--- config.mk ---
export PLATFORM = sky130hd
export DESIGN_NAME = pet_ctrl
export DESIGN_NICKNAME = d
export VERILOG_FILES = /design/src/hw/rtl/pet_pkg.sv /design/src/hw/rtl/pet_ctrl.sv
export SDC_FILE = /design/constraint.sdc
export NUM_CORES = 1
export LEC_CHECK = 0
export ABC_AREA = 1
export BUFFER_PORTS_ARGS = -buffer_cell sky130_fd_sc_hd__buf_2
export CAP_MARGIN = 15
export CELL_PAD_IN_SITES_DETAIL_PLACEMENT = 0
export CELL_PAD_IN_SITES_GLOBAL_PLACEMENT = 2
export CORE_ASPECT_RATIO = 0.5
export CORE_MARGIN = 2
export CORE_UTILIZATION = 22
export CTS_CLUSTER_SIZE = 28
export DETAILED_ROUTE_END_ITERATION = 7
export PLACE_DENSITY = 0.71
export SYNTH_ARGS = -nofsm -noshare
export SYNTH_HDL_FRONTEND = slang
export SYNTH_SLANG_ARGS = --single-unit
--- constraint.sdc ---
create_clock -name clk_i -period 1.2 [get_ports clk_i]
set_input_delay 0 -clock clk_i [delete_from_list [all_inputs] [get_ports clk_i]]
set_output_delay 0 -clock clk_i [all_outputs]
set_load 0.03 [all_outputs]
--- src/hw/rtl/pet_pkg.sv ---
package pet_pkg;

  localparam int unsigned NumElementsDef = 16;
  localparam int unsigned MaxRowsDef     = 8;

  localparam int unsigned EstW  = 4;
  localparam int unsigned ElemW = 4;
  localparam int unsigned FpW   = 32;

  // FPU operation codes
  localparam logic [1:0] FOP_ADD = 2'd0;
  localparam logic [1:0] FOP_SUB = 2'd1;
  localparam logic [1:0] FOP_MUL = 2'd2;
  localparam logic [1:0] FOP_RCP = 2'd3;

  // per-row arithmetic steps, issued in this order
  localparam logic [2:0] STEP_SUB  = 3'd0;
  localparam logic [2:0] STEP_RCP  = 3'd1;
  localparam logic [2:0] STEP_F1   = 3'd2;
  localparam logic [2:0] STEP_F2   = 3'd3;
  localparam logic [2:0] STEP_DIFF = 3'd4;
  localparam logic [2:0] STEP_DY   = 3'd5;
  localparam logic [2:0] STEP_C    = 3'd6;
  localparam logic [2:0] STEP_YZ   = 3'd7;

  localparam logic [31:0] FpQuietBit = 32'h0040_0000;
  localparam logic [31:0] FpDefNan   = 32'hFFC0_0000;

  typedef struct packed {
    logic       load;
    logic       fpu_start;
    logic       fpu_capture;
    logic [2:0] step;
    logic       q_capture;
    logic       ram_rd;
    logic       ram_wr;
    logic       wr_last;
    logic       row_inc;
    logic       out_load;
  } pet_cmd_t;

  typedef struct packed {
    logic fpu_done;
    logic est_one;
    logic last_row;
  } pet_status_t;

endpackage

--- src/hw/rtl/pet_ctrl.sv ---
module pet_ctrl import pet_pkg::*; (
  input  logic        clk_i,
  input  logic        rst_ni,
  input  logic        in_valid_i,
  output logic        in_ready_o,
  output logic        out_valid_o,
  input  logic        out_ready_i,
  output pet_cmd_t    cmd_o,
  input  pet_status_t status_i
);

  localparam logic [2:0] C_IDLE  = 3'd0;
  localparam logic [2:0] C_START = 3'd1;
  localparam logic [2:0] C_RD    = 3'd2;
  localparam logic [2:0] C_OP    = 3'd3;
  localparam logic [2:0] C_NEXT  = 3'd4;
  localparam logic [2:0] C_WRL   = 3'd5;
  localparam logic [2:0] C_DONE  = 3'd6;

  logic [2:0] st_q, st_d, step_q, step_d;
  logic       busy_q, busy_d, out_valid_q, out_valid_d;

  always_comb begin
    st_d   = st_q;
    step_d = step_q;
    busy_d = busy_q;
    cmd_o  = '0;
    cmd_o.step = step_q;
    unique case (st_q)
      C_IDLE: begin
        if (in_valid_i) begin
          cmd_o.load = 1'b1;
          st_d = C_START;
        end
      end
      C_START: st_d = status_i.est_one ? C_WRL : C_RD;
      C_RD: begin
        cmd_o.ram_rd = 1'b1;
        step_d = STEP_SUB;
        busy_d = 1'b0;
        st_d   = C_OP;
      end
      C_OP: begin
        if (!busy_q) begin
          cmd_o.fpu_start = 1'b1;
          busy_d = 1'b1;
          if (step_q == STEP_SUB) begin
            // old diagonal word is taken, then overwritten with dy
            cmd_o.q_capture = 1'b1;
            cmd_o.ram_wr    = 1'b1;
          end
        end else if (status_i.fpu_done) begin
          cmd_o.fpu_capture = 1'b1;
          busy_d = 1'b0;
          if (step_q == STEP_YZ) st_d = C_NEXT;
          else step_d = step_q + 3'd1;
        end
      end
      C_NEXT: begin
        if (status_i.last_row) begin
          st_d = C_WRL;
        end else begin
          cmd_o.row_inc = 1'b1;
          st_d = C_RD;
        end
      end
      C_WRL: begin
        cmd_o.ram_wr  = 1'b1;
        cmd_o.wr_last = 1'b1;
        st_d = C_DONE;
      end
      C_DONE: begin
        if (!out_valid_q || out_ready_i) begin
          cmd_o.out_load = 1'b1;
          st_d = C_IDLE;
        end
      end
      default: st_d = C_IDLE;
    endcase

    if (cmd_o.out_load) out_valid_d = 1'b1;
    else if (out_ready_i) out_valid_d = 1'b0;
    else out_valid_d = out_valid_q;
  end

  always_ff @(posedge clk_i or negedge rst_ni) begin
    if (!rst_ni) begin
      st_q        <= C_IDLE;
      step_q      <= STEP_SUB;
      busy_q      <= 1'b0;
      out_valid_q <= 1'b0;
    end else begin
      st_q        <= st_d;
      step_q      <= step_d;
      busy_q      <= busy_d;
      out_valid_q <= out_valid_d;
    end
  end

  assign in_ready_o  = st_q == C_IDLE;
  assign out_valid_o = out_valid_q;

endmodule

==> results.txt, run 1 <==
The number of antenna cells inserted came out at 0. The worst setup path is captured at an output pin. In this run the biggest area consumer among cell types represents 34.0% of the synthesized area. The total routing usage reported by global routing came out at 10.6%. The clock passes through at most 2 buffers.

The HPWL after detailed placement is 1200 um. The CTS tree is built. The net total in the final layout came out at 142.

For this block, the routed nets add up to 1590 um of wire. The final-report hold violation count came out at 0. Using the TritonRoute via totals, the vias-per-cell ratio works out to 3.97. By area the synthesized netlist is led by dfrtp_1, nand2_1, nor2_1. The core outline area came out at 2570 um2.

The global-route wire length before repair came out at 2420 um. The number of buffers created by CTS came out at 3. The final core utilization is 45.8%. The ratio of cells with drive above 1 in the final layout came out at 58.0%.

The largest total area in the synthesized netlist belongs to dfrtp_1. The final reports fail on negative setup slack. The worst-case vdd ir drop is 1.20 mV. The min-delay analysis places its worst path in the category in2async. Summed over all layers, the global routing overflow is 0. The detailed route wirelength on metal3 came out at 58 um.

The worst setup path is launched from a flip-flop. The required time of the worst setup path came out at 1.20 ns. After detailed routing, no signal wire sits above met3. The setup slack after placement is -0.0195 ns. Subtracting the final worst setup slack from the clock period gives 1.27 ns. On the final layout, the worst hold slack is 0.145 ns. The measured slew at the worst slew-check pin is 0.218 ns. The number of H-tree levels is 1. Synthesis produced 88 cells. The first-pass iteration count of the detailed router came out at 2. The data arrival time of the critical path is 1.27 ns.

Yosys printed 0 warnings. The final design instance area without fill is 1180 um2. The initial antenna violation count came out at 0. The worst pin sits at a relative slew slack of 85.3%. Setup repair after global routing could not meet its margin everywhere. Input and output buffers added on the ports amount to 20.

The final count of pins violating max slew was 0. The register bit total from synthesis came out at 8. The post-route total power came out at 3.37 mW. The summed instance area of the synthesized netlist came out at 588 um2. Measured along the y axis, the die boundary spans 40.6 um. In the final routed layout, each cell accounts on average for 9.45 um. The number of cells in the design after placement came out at 156.

The number of I/O pins is 21. The tree is rooted in a clkbuf_8. The worst clock skew came out at 0.00332 ns. The largest net degree at the start of global routing is 9. The count of placed standard cells in the final layout, fillers left out came out at 168. The total leakage power is 0.588 nW.

Clock-pin slew was measured on the worst setup and hold paths at 0.04 ns. The post-synthesis average cell area is 6.68 um2. The number of global-route vias before repair came out at 574. The width of the die is 77.1 um. Setup violations remaining at the end of the flow were counted as 11. The number of cells on the worst reg-to-reg path is 6. The final worst-path setup slack is -0.0687 ns. The peak clock frequency supported by timing came out at 0.788 GHz.

The post-synth net total is 98. The TritonCTS sink count came out at 8. The worst setup path is of the reg2out kind. The growth of design area from synthesis to finish came out at 100%. The total power per unit cell area is 2860 nW/um2. The initial standard-cell utilization of the core is 22.9%.

Summing over every cut layer, the via total after detailed routing is 667. The placer's final routability congestion estimate came out at 0.642. The insertion delay to the later sink of the worst-skew pair came out at 0.23 ns.

The post-placement cell area came out at 856 um2. The overall die area is 3130 um2. The post-route setup TNS is -0.357 ns.

The flow ran to the end, but the final reports show violations. Along the worst path, the maximum fanout reaches 6. Across the run, the number of max-cap violations was 0. The sum of routed wire segments on met1 is 752 um. The post-detailed-route DRC marker count came out at 0.

The share of the clock period used by the worst path after layout came out at 106%. The sum of met2 wire segment lengths after detailed routing came out at 777 um. The part of the Yosys area used for sequential elements is 34.0%.

Once detail routing completed, the nets flagged for antenna violations numbered 0. The floorplan has 13 rows. The number of different library cells used by synthesis comes to 18. The number of DRC markers after the initial detailed-route iteration came out at 7.
## power breakdown
part / switching [mW] / total (mW) / internal (mW)
clock: 0.111 / 0.341 / 0.231
combinational: 1.30 / 2.42 / 1.12
sequential: 0.203 / 0.608 / 0.405
## logic make-up after synthesis
group                    after synthesis  share of synthesized area, %
buffers and inverters                 17                          12.8
adder cells (fa/ha/maj)                3                          6.38
AO/OA/AOI/OAI                         11                          12.1
flip-flops                             8                          34.0
AND/OR/NAND/NOR                       49                          34.7
## worst max-delay path, cell delays in order, from the launching register on
cell and delay, ns:
dfrtp_2 0.48, nand2_4 0.08, nor2_4 0.12, nand2_4 0.08, o22ai_4 0.12, buf_6 0.15
## placed cells by master, fill, tap and decap left out
| master | count |
|---|---|
| o22ai_4 | 1 |
| nand2_4 | 5 |
| buf_2 | 10 |
| nor2_1 | 9 |
| dfrtp_2 | 5 |
| inv_2 | 3 |
| ha_4 | 3 |
| nand3_4 | 1 |
| nand2_2 | 3 |
| nor2_4 | 7 |
| o21ai_0 | 2 |
| dfrtp_1 | 3 |
| o21bai_1 | 1 |
| buf_4 | 14 |
| nor2_2 | 2 |
| o21ai_4 | 1 |
| nand3_1 | 2 |
| o21ai_1 | 4 |
| clkbuf_4 | 1 |
| inv_4 | 1 |
| o22ai_1 | 1 |
| inv_1 | 11 |
| nand3_2 | 1 |
| buf_6 | 14 |
| clkbuf_8 | 3 |
| nand2_1 | 19 |
| dlygate4sd3_1 | 2 |
| a21oi_4 | 1 |
| clkbuf_1 | 1 |
## worst paths after layout
kind	end	slack, ns	startpoint
min in group clk_i	st_q[1]	0.22	status_i[0]
max in group asynchronous	st_q[1]	0.87	rst_ni
setup reg to reg	step_q[0]	-0.03	step_q[0]
hold / removal	step_q[0]	0.15	rst_ni
hold reg to reg	out_valid_o	0.54	out_valid_o
setup / recovery	cmd_o[3]	-0.07	st_q[0]
## flip-flops by register name (all words and copies together) (netlist names)
signal	flops
st_q	3
step_q	3
busy_q	1
out_valid_o	1
## repair_timing
item,in CTS,in global routing
buffers inserted,4,2
endpoints found under the hold margin,9,0
endpoints found under the setup margin,12,15
hold buffers,2,0
resized for setup,32,29
pin swaps,9,8
## synthesized netlist by cell type (all sizes together)
master  number
o21ai        7
a21oi        1
o21bai       1
nand2       27
nor2        18
ha           3
inv         15
dfrtp        8
buf          2
nand3        4
o22ai        2
## per-layer routing
layer	track usage (%)	up-vias
met2	18.2	9
met1	12.9	303
met3	4.28	0
li1	-	355
met5	0	-
met4	2.68	0
## layout make-up
class,instances,area [um2]
Fill cell,269,1390
Multi-Input combinational cell,63,480
Timing Repair Buffer,41,340
Sequential cell,8,206
Inverter,15,58.8
Tap cell,37,46.3
Clock buffer,4,45.0
(Power assumes the default switching activity.)
==> run 2: changes to the inputs <==
==> config.mk (replaced) <==
export PLATFORM = sky130hd
export DESIGN_NAME = pet_ctrl
export DESIGN_NICKNAME = d
export VERILOG_FILES = /design/src/hw/rtl/pet_pkg.sv /design/src/hw/rtl/pet_ctrl.sv
export SDC_FILE = /design/constraint.sdc
export NUM_CORES = 1
export LEC_CHECK = 0
export ABC_AREA = 0
export BUFFER_PORTS_ARGS = -buffer_cell sky130_fd_sc_hd__buf_2
export CAP_MARGIN = 15
export CELL_PAD_IN_SITES_DETAIL_PLACEMENT = 0
export CELL_PAD_IN_SITES_GLOBAL_PLACEMENT = 2
export CORE_MARGIN = 2
export CORE_UTILIZATION = 24
export CTS_CLUSTER_SIZE = 28
export DETAILED_ROUTE_END_ITERATION = 7
export PLACE_DENSITY = 0.7
export SYNTH_ARGS = -nofsm -noshare
export SYNTH_HDL_FRONTEND = slang
export SYNTH_SLANG_ARGS = --single-unit
==> run 2 against run 1 <==
Against the previous run:
- the flow still finishes with violations (negative setup slack)
- first-iteration DRC count increased by 43%
- routed wire length increased by 17%
- design area increased by 2.2%
- non-clock buffer count increased by 12
- critical endpoint is now step_q[1]
==> results.txt, run 2 <==
The flow ran to the end, but the final reports show violations. The checks that failed: negative setup slack. In the layout the commonest cells are buf_4, buf_6, buf_2, nand2_1, dfrtp_1. The count of maximum capacitance violations is 0 (unchanged). The reg-to-reg critical path startpoint is step_q[0]. The net total in the final layout is 130 (-8.5%).

The count of placed standard cells in the final layout, fillers left out came out at 146 (-13%). STA classifies the critical path startpoint as a flip-flop. The synthesized netlist cell count came out at 67 (-24%). The average via count per standard cell came out at 4.71 (+19%).

The worst-case vdd ir drop was 1.51 mV (+26%). The startpoint of the most critical hold path is in_valid_i. The count of distinct cell types in the synthesized netlist is 27 (+9). The half-perimeter wire length after detailed placement was 1210 um (+0.42%). The insertion delay to the later sink of the worst-skew pair is 0.26 ns (+0.03 ns). The total leakage power is 0.550 nW (-6.6%). The number of antenna-violating nets in the routed design is 0 (unchanged).

The largest total area in the synthesized netlist belongs to dfrtp_1. The row count came to 17 (+4). The ratio of cells with drive above 1 in the final layout is 68.6% (+11 points). The largest individual stage delay along the critical path comes from the cell dfrtp_2. Setup repair after global routing could not meet its margin everywhere. The final count of pins violating max slew came to 0 (unchanged). The largest net degree at the start of global routing came out at 9 (unchanged).

TritonCTS built the clock tree. The TritonCTS sink count came to 8 (unchanged). The required time of the worst setup path came to 1.39 ns (+0.19 ns). The first-pass iteration count of the detailed router was 4 (+2). The share of flip-flops with an asynchronous set or reset after synthesis is 100% (unchanged). The combinational power share is 78.9% (+7.1 points).

The peak clock frequency supported by timing is 0.656 GHz (-17%). The data arrival time of the critical path came out at 1.71 ns (+0.44 ns). The post-route minimum period came out at 1.52 ns (+0.256 ns).

The clock-pin slew on the worst setup and hold paths was 0.06 ns (+0.02 ns). The top fanout value on the critical path is 3 (-3). The number of buffer and inverter instances along the worst setup path was 1 (unchanged).

The total power per unit cell area is 3070 nW/um2 (+7.2%). The global-route wire length before repair came out at 2930 um (+21%). The number of port buffers came out at 20 (unchanged). The headroom to the max-slew limit came to 78.3% (-7.1 points). The post-detailed-route DRC marker count is 0 (unchanged).

The internal power contribution was 2.07 mW (+18%). The number of enable flip-flop cells after synthesis came out at 0 (unchanged). The critical path in this run is classified as reg2reg. The width of the die is 53.3 um (-31%). The summed instance area of the synthesized netlist came out at 583 um2 (-0.85%). The post-synth net total came to 77 (-21%). The post-detailed-routing wire length was 1860 um (+17%).

The overall die area came out at 2840 um2 (-9.2%). The net switching share of the total power came out at 43.9% (-4.1 points). The via count of the routed design came out at 688 (+3.1%).

The final-report hold violation count came out at 0 (unchanged). The clock share of power is 5.8% (-4.3 points). The maximum buffer depth of the clock tree is 2 (unchanged).

The part of the Yosys area used for sequential elements is 34.3% (+0.29 points). Tracing the worst setup path back leads to its startpoint at step_q[0]. The die outline height came out at 53.3 um (+31%). The net load switching power is 1.62 mW (+0.30%). The endpoint type of the worst setup path is a flip-flop. The initial standard-cell utilization of the core is 25.9% (+3.0 points). The class of the tightest hold or removal check is in2reg. The sequential cell fraction of total power came out at 15.2% (-2.8 points). The filler cell count came out at 233 (-13%). The critical path goes through buf_6 > ha_4 > ha_4 > and3b_2 > mux2i_1 > a22o_1. The tree is rooted in a clkbuf_4. The count of endpoints failing setup in the final report came out at 15 (+4).

Among all cell types in the netlist, the one instantiated most often is dfrtp_1. The total routing usage reported by global routing came out at 14.5% (+3.9 points). The number of buffers created by CTS is 3 (unchanged). The number of antenna cells inserted came to 0 (unchanged). The number of H-tree levels is 1 (unchanged). The setup slack after placement is -0.245 ns (-0.225 ns). The routed length per instance is 12.7 um (+35%). The placer's final routability congestion estimate came out at 0.814 (+27%). The growth of design area from synthesis to finish came out at 106%. The final worst-path setup slack is -0.325 ns (-0.256 ns).

The number of cells in the design after placement came out at 123 (-21%). The cell type group with the largest total delay on the critical path is flip-flops. The synthesis warning total was 0 (unchanged).

The largest registers in the layout are st_q (3), step_q (3). The register bit total from synthesis came out at 8 (unchanged). Counting stages on the worst path, the most repeated cell is ha_4. The area share of the leading cell type in the synthesized netlist is 34.3% (+0.29 points).

The number of global-route vias before repair came out at 710 (+24%). The largest incremental delay on the critical path is 0.42 ns (-0.06 ns). The measured slew at the worst slew-check pin was 0.325 ns (+0.107 ns).

The leftover overflow at the end of global routing came out at 0 (unchanged). The core outline area was 2250 um2 (-12%). The worst clock skew is 0.00596 ns (+0.00264 ns). The post-synthesis average cell area was 8.70 um2 (+30%).

By count the netlist is led by dfrtp_1, nand2_1, nor3_1. The number of I/O pins was 21 (unchanged). The most frequently used flop master after synthesis is dfrtp_1. The post-route total power is 3.69 mW (+9.6%). The share of the clock period used by the worst path after layout is 127% (+21 points).

After synthesis, the cell types taking the most area are dfrtp_1, ha_1, mux2i_1. The initial antenna violation count came out at 0 (unchanged). The number of DRC markers after the initial detailed-route iteration came out at 10 (+3).
[run 2: changes by cell type after synthesis, moves of 3 or more]
cell / before / now
o21ai_1: 3 / 0
nand2b_1: 0 / 3
o211ai_1: 0 / 4
nor3_1: 0 / 6
nor2_1: 16 / 5
nand3_1: 4 / 0
nand2_1: 25 / 7
mux2i_1: 0 / 3
inv_1: 14 / 4
[run 2: power groups by stage]
stage	sequential [mW]	clock, mW	combinational [mW]
5_1_grt	0.578	0.239	3.12
6_report	0.562	0.214	2.91
2_1_floorplan	0.696	0	1.05
4_1_cts	0.552	0.223	2.59
3_5_place_dp	0.552	0	1.78
3_3_place_gp	0.546	0	1.79
[run 2: metal layers]
layer  vias up  routed length [um]  track usage [%]
li1        340                   -                -
met1       322                 736             14.2
met2        22                1010             27.6
met3         4                  64             1.13
met4         0                  43             11.1
met5         -                   0                0
[run 2: worst paths after layout]
path	slack [ns]	endpoint	cells past startpoint
worst max-delay path	-0.32	step_q[1]	6
max in group asynchronous	0.89	step_q[1]	2
min in group asynchronous	0.12	st_q[0]	2
worst min register to register	0.68	step_q[1]	2
worst max register to register	-0.32	step_q[1]	6
worst min-delay path	0.03	st_q[0]	3
[run 2: what timing repair did]
item                                    CTS  global route
pin swaps                                10             5
gates resized for setup                  43            16
hold endpoints to repair                  8             0
hold buffers                              1             0
setup buffers                            13             7
endpoints found under the setup margin   16            17
[run 2: area by class of cell]
type / count / area (um2) / share of cell area, %
clock buffers: 3 / 22.5 / 1.87
inverters: 4 / 23.8 / 1.98
multi-input cells: 50 / 464 / 38.6
flip-flops and latches: 8 / 204 / 16.9
well taps: 28 / 35.0 / 2.91
repair buffers: 53 / 454 / 37.7
[run 2: kinds of logic after synthesis]
logic type | after synthesis | synth area share, %
and+or+nand+nor | 30 | 27.3
DFF | 8 | 34.3
muxes | 4 | 7.08
AOI/OAI and AO/OA | 13 | 16.1
adders and majority gates | 3 | 6.44
buffers and inverters | 9 | 8.80
[run 2: worst min-delay path, cell delays in order]
cell	delay [ns]
buf_2	0.09
o211ai_1	0.07
o211ai_1	0.09
[run 2: through the flow]
| stage | utilization [%] | instance area [um2] | hold slack [ns] | TNS (ns) |
|---|---|---|---|---|
| final | 53.4 | 1200 | 0.0311 | -2.62 |
| after global routing | 53.4 | 1200 | 0.0561 | -3.62 |
| after CTS | 48.7 | 1100 | 0.0327 | -2.55 |
| after detailed placement | 36.3 | 818 | -0.140 | -1.10 |
| after global placement | 36.3 | 818 | -0.141 | -1.01 |
| after floorplan | - | 626 | -0.296 | -1.70 |
==> run 3: changes to the inputs <==
--- a/config.mk
+++ b/config.mk
@@ -6,15 +6,15 @@
 export NUM_CORES = 1
 export LEC_CHECK = 0
 export ABC_AREA = 0
-export BUFFER_PORTS_ARGS = -buffer_cell sky130_fd_sc_hd__buf_2
 export CAP_MARGIN = 15
 export CELL_PAD_IN_SITES_DETAIL_PLACEMENT = 0
 export CELL_PAD_IN_SITES_GLOBAL_PLACEMENT = 2
 export CORE_MARGIN = 2
-export CORE_UTILIZATION = 24
+export CORE_UTILIZATION = 30
 export CTS_CLUSTER_SIZE = 28
 export DETAILED_ROUTE_END_ITERATION = 7
-export PLACE_DENSITY = 0.7
+export DONT_BUFFER_PORTS = 1
+export PLACE_DENSITY = 0.68
 export SYNTH_ARGS = -nofsm -noshare
 export SYNTH_HDL_FRONTEND = slang
 export SYNTH_SLANG_ARGS = --single-unit
==> run 3 against run 2 <==
Against the previous run:
- the run still ends with negative setup slack left
- sequential power decreased by 2%
- combinational power fell by 2%
- final cell count is 11% lower
- first-iteration DRC count is 40% lower
- hold slack gained 0.020 ns
- critical path type unchanged
==> results.txt, run 3 (same netlist as run 2, synthesis figures left out) <==
The final-report hold violation count came out at 0 (unchanged). The top fanout value on the critical path came out at 3 (unchanged). The measured slew at the worst slew-check pin came out at 0.376 ns (+0.0510 ns). The worst clock skew is 0.00648 ns (+0.000520 ns). The largest registers in the layout are st_q (3), step_q (3). The overall die area came out at 2310 um2 (-19%).

The total leakage power came out at 0.497 nW (-9.5%). The placer's final routability congestion estimate is 0.688 (-15%). The final core utilization came out at 64.8% (+11 points).

The sequential cell area is 204 um2 (unchanged). The number of global-route vias before repair came to 606 (-15%). Leaving out fill and tap cells, the most frequent cell in the layout is buf_6.

The multi-input logic area was 477 um2 (+2.7%). The worst hold slack after final layout is 0.0516 ns (+0.0205 ns). The total power per unit cell area came out at 3130 nW/um2 (+2.1%). The worst-case vdd ir drop came out at 1.68 mV (+11%).

The insertion delay to the later sink of the worst-skew pair is 0.25 ns (about the same). The filler cell count came to 158 (-32%). The post-placement cell area was 832 um2 (+1.7%). The number of antenna-violating nets in the routed design is 0 (unchanged). The net switching share of the total power is 45.5% (+1.6 points). The initial standard-cell utilization of the core came out at 32.7% (+6.8 points). The checks that failed: negative setup slack. The final design instance area without fill came out at 1160 um2 (-3.9%). The first-pass iteration count of the detailed router came out at 4 (unchanged). The post-route total power came out at 3.62 mW (-1.9%). The data arrival time of the critical path came out at 1.74 ns (+0.03 ns). The worst setup path is launched from a flip-flop.

The final worst-path setup slack is -0.355 ns (-0.0302 ns). The leftover overflow at the end of global routing was 0 (unchanged). The final count of pins violating max slew came out at 0 (unchanged). The maximum buffer depth of the clock tree was 2 (unchanged).

STA classifies the critical path endpoint as a flip-flop. The via count of the routed design is 640 (-7.0%). Walking the worst path, the cells encountered are buf_6 > ha_4 > ha_4 > and3b_2 > mux2i_1 > a22o_1.

The TritonCTS sink count was 8 (unchanged). The post-detailed-routing wire length is 1890 um (+1.6%). The count of maximum capacitance violations came out at 0 (unchanged). The number of port buffers was 0 (-100%).

The post-route minimum period came out at 1.56 ns (+0.0302 ns). The clock tree root buffer cell is clkbuf_4. The number of antenna cells inserted came to 0 (unchanged). The largest net degree at the start of global routing came out at 10 (+1). The global-route wire length before repair came out at 2730 um (-6.6%). The half-perimeter wire length after detailed placement is 1230 um (+1.9%). The number of buffers created by CTS is 3 (unchanged). From synthesis to final layout, the design area changed by 98.3%. The ratio of cells with drive above 1 in the final layout is 61.9% (-6.7 points). The core outline area is 1780 um2 (-21%). The routed length per instance is 14.5 um (+14%). The total routing usage reported by global routing is 18.1% (+3.5 points). The net total in the final layout is 116 (-11%). The initial antenna violation count was 0 (unchanged). The top cell types in the final layout, fill and taps aside, are buf_6, buf_4, nand2_1, dfrtp_1, o211ai_1. The clock-pin slew on the worst setup and hold paths came out at 0.06 ns (about the same). The internal power contribution is 1.97 mW (-4.7%).

The number of cells on the worst reg-to-reg path came out at 6 (unchanged). The headroom to the max-slew limit was 74.9% (-3.4 points). TritonCTS built the clock tree.

The peak clock frequency supported by timing came to 0.643 GHz (-1.9%). The average via count per standard cell is 4.92 (+4.5%). The die outline height came out at 48.1 um (-9.8%). The worst setup path is of the reg2reg kind. The width of the die is 48.1 um (-9.8%). The combinational power share came to 78.5% (-0.4 points).

The number of H-tree levels came to 1 (unchanged). The cell depth of the worst hold path came to 2 (-1). The share of the clock period used by the worst path after layout came out at 130% (+2.5 points). Setup repair after global routing could not meet its margin everywhere.

The path class of the tightest hold or removal check is in2reg. The number of I/O pins is 21 (unchanged). The number of DRC markers after the initial detailed-route iteration came out at 6 (-4). The clock share of power is 6.2% (+0.4 points). The net load switching power is 1.65 mW (+1.7%).

The row count was 15 (-2). The run finished, with violations left. The count of endpoints failing setup in the final report was 13 (-2). The required time of the worst setup path is 1.39 ns (about the same).

The sequential cell fraction of total power is 15.3% (about the same). The post-detailed-route DRC marker count came to 0 (unchanged). The cell at the slowest stage of the critical path is dfrtp_2. The largest incremental delay on the critical path came out at 0.42 ns (about the same). Among the stages of the critical path, the cell type that occurs most often is ha_4.
## run 3: power by group through the flow
stage                     Combinational [mW]  Sequential (mW)  Clock, mW
after floorplan                         1.05            0.696          0
after global placement                  1.91            0.545          0
after detailed placement                1.92            0.549          0
after CTS                               2.50            0.530      0.233
after global routing                    3.02            0.570      0.243
final                                   2.84            0.553      0.226
## run 3: metal layers
metal	wire [um]	global-route usage [%]	part of all wire, %	vias up
li1	-	-	-	313
met1	723	20.6	38	306
met2	1050	31.7	56	19
met3	85	1.89	4.5	2
met4	27	11.4	1.4	0
met5	0	0	0	-
## run 3: final timing paths
path / slack (ns) / end / startpoint
max: -0.36 / step_q[1] / step_q[1]
min: 0.05 / st_q[1] / status_i[0]
max in group asynchronous: 0.81 / st_q[1] / rst_ni
max reg2reg: -0.36 / step_q[1] / step_q[1]
min in group asynchronous: 0.09 / step_q[2] / rst_ni
min reg2reg: 0.66 / step_q[0] / step_q[0]
## run 3: what timing repair did
action	CTS	global route
gates resized for setup	29	23
hold endpoints to repair	10	0
gates cloned	0	0
hold buffers	3	0
pin swaps	6	11
setup buffers	8	2
setup endpoints to repair	16	17
## run 3: through the flow
stage | setup slack [ns] | setup TNS, ns | instances
after detailed placement | -0.259 | -1.19 | 114
after CTS | -0.356 | -2.42 | 129
after global placement | -0.217 | -1.01 | 114
after global routing | -0.402 | -3.16 | 130
final | -0.355 | -2.48 | 130
after floorplan | -0.297 | -1.70 | 67
## run 3: worst max-delay path: cells and delay by family (launching register included)
kind,cells,cell delay [ns]
compound gates,1,0.15
fa+ha+maj,2,0.29
mux,1,0.20
flops,1,0.42
buf+inv,1,0.12
simple gates,1,0.29
## run 3: final cells by class
| class | instances | area share (%) |
|---|---|---|
| multi-input cells | 50 | 41.2 |
| repair buffers | 39 | 34.2 |
| flip-flops and latches | 8 | 17.6 |
| well taps | 25 | 2.71 |
| clock buffers | 4 | 2.27 |
| inverters | 4 | 1.95 |
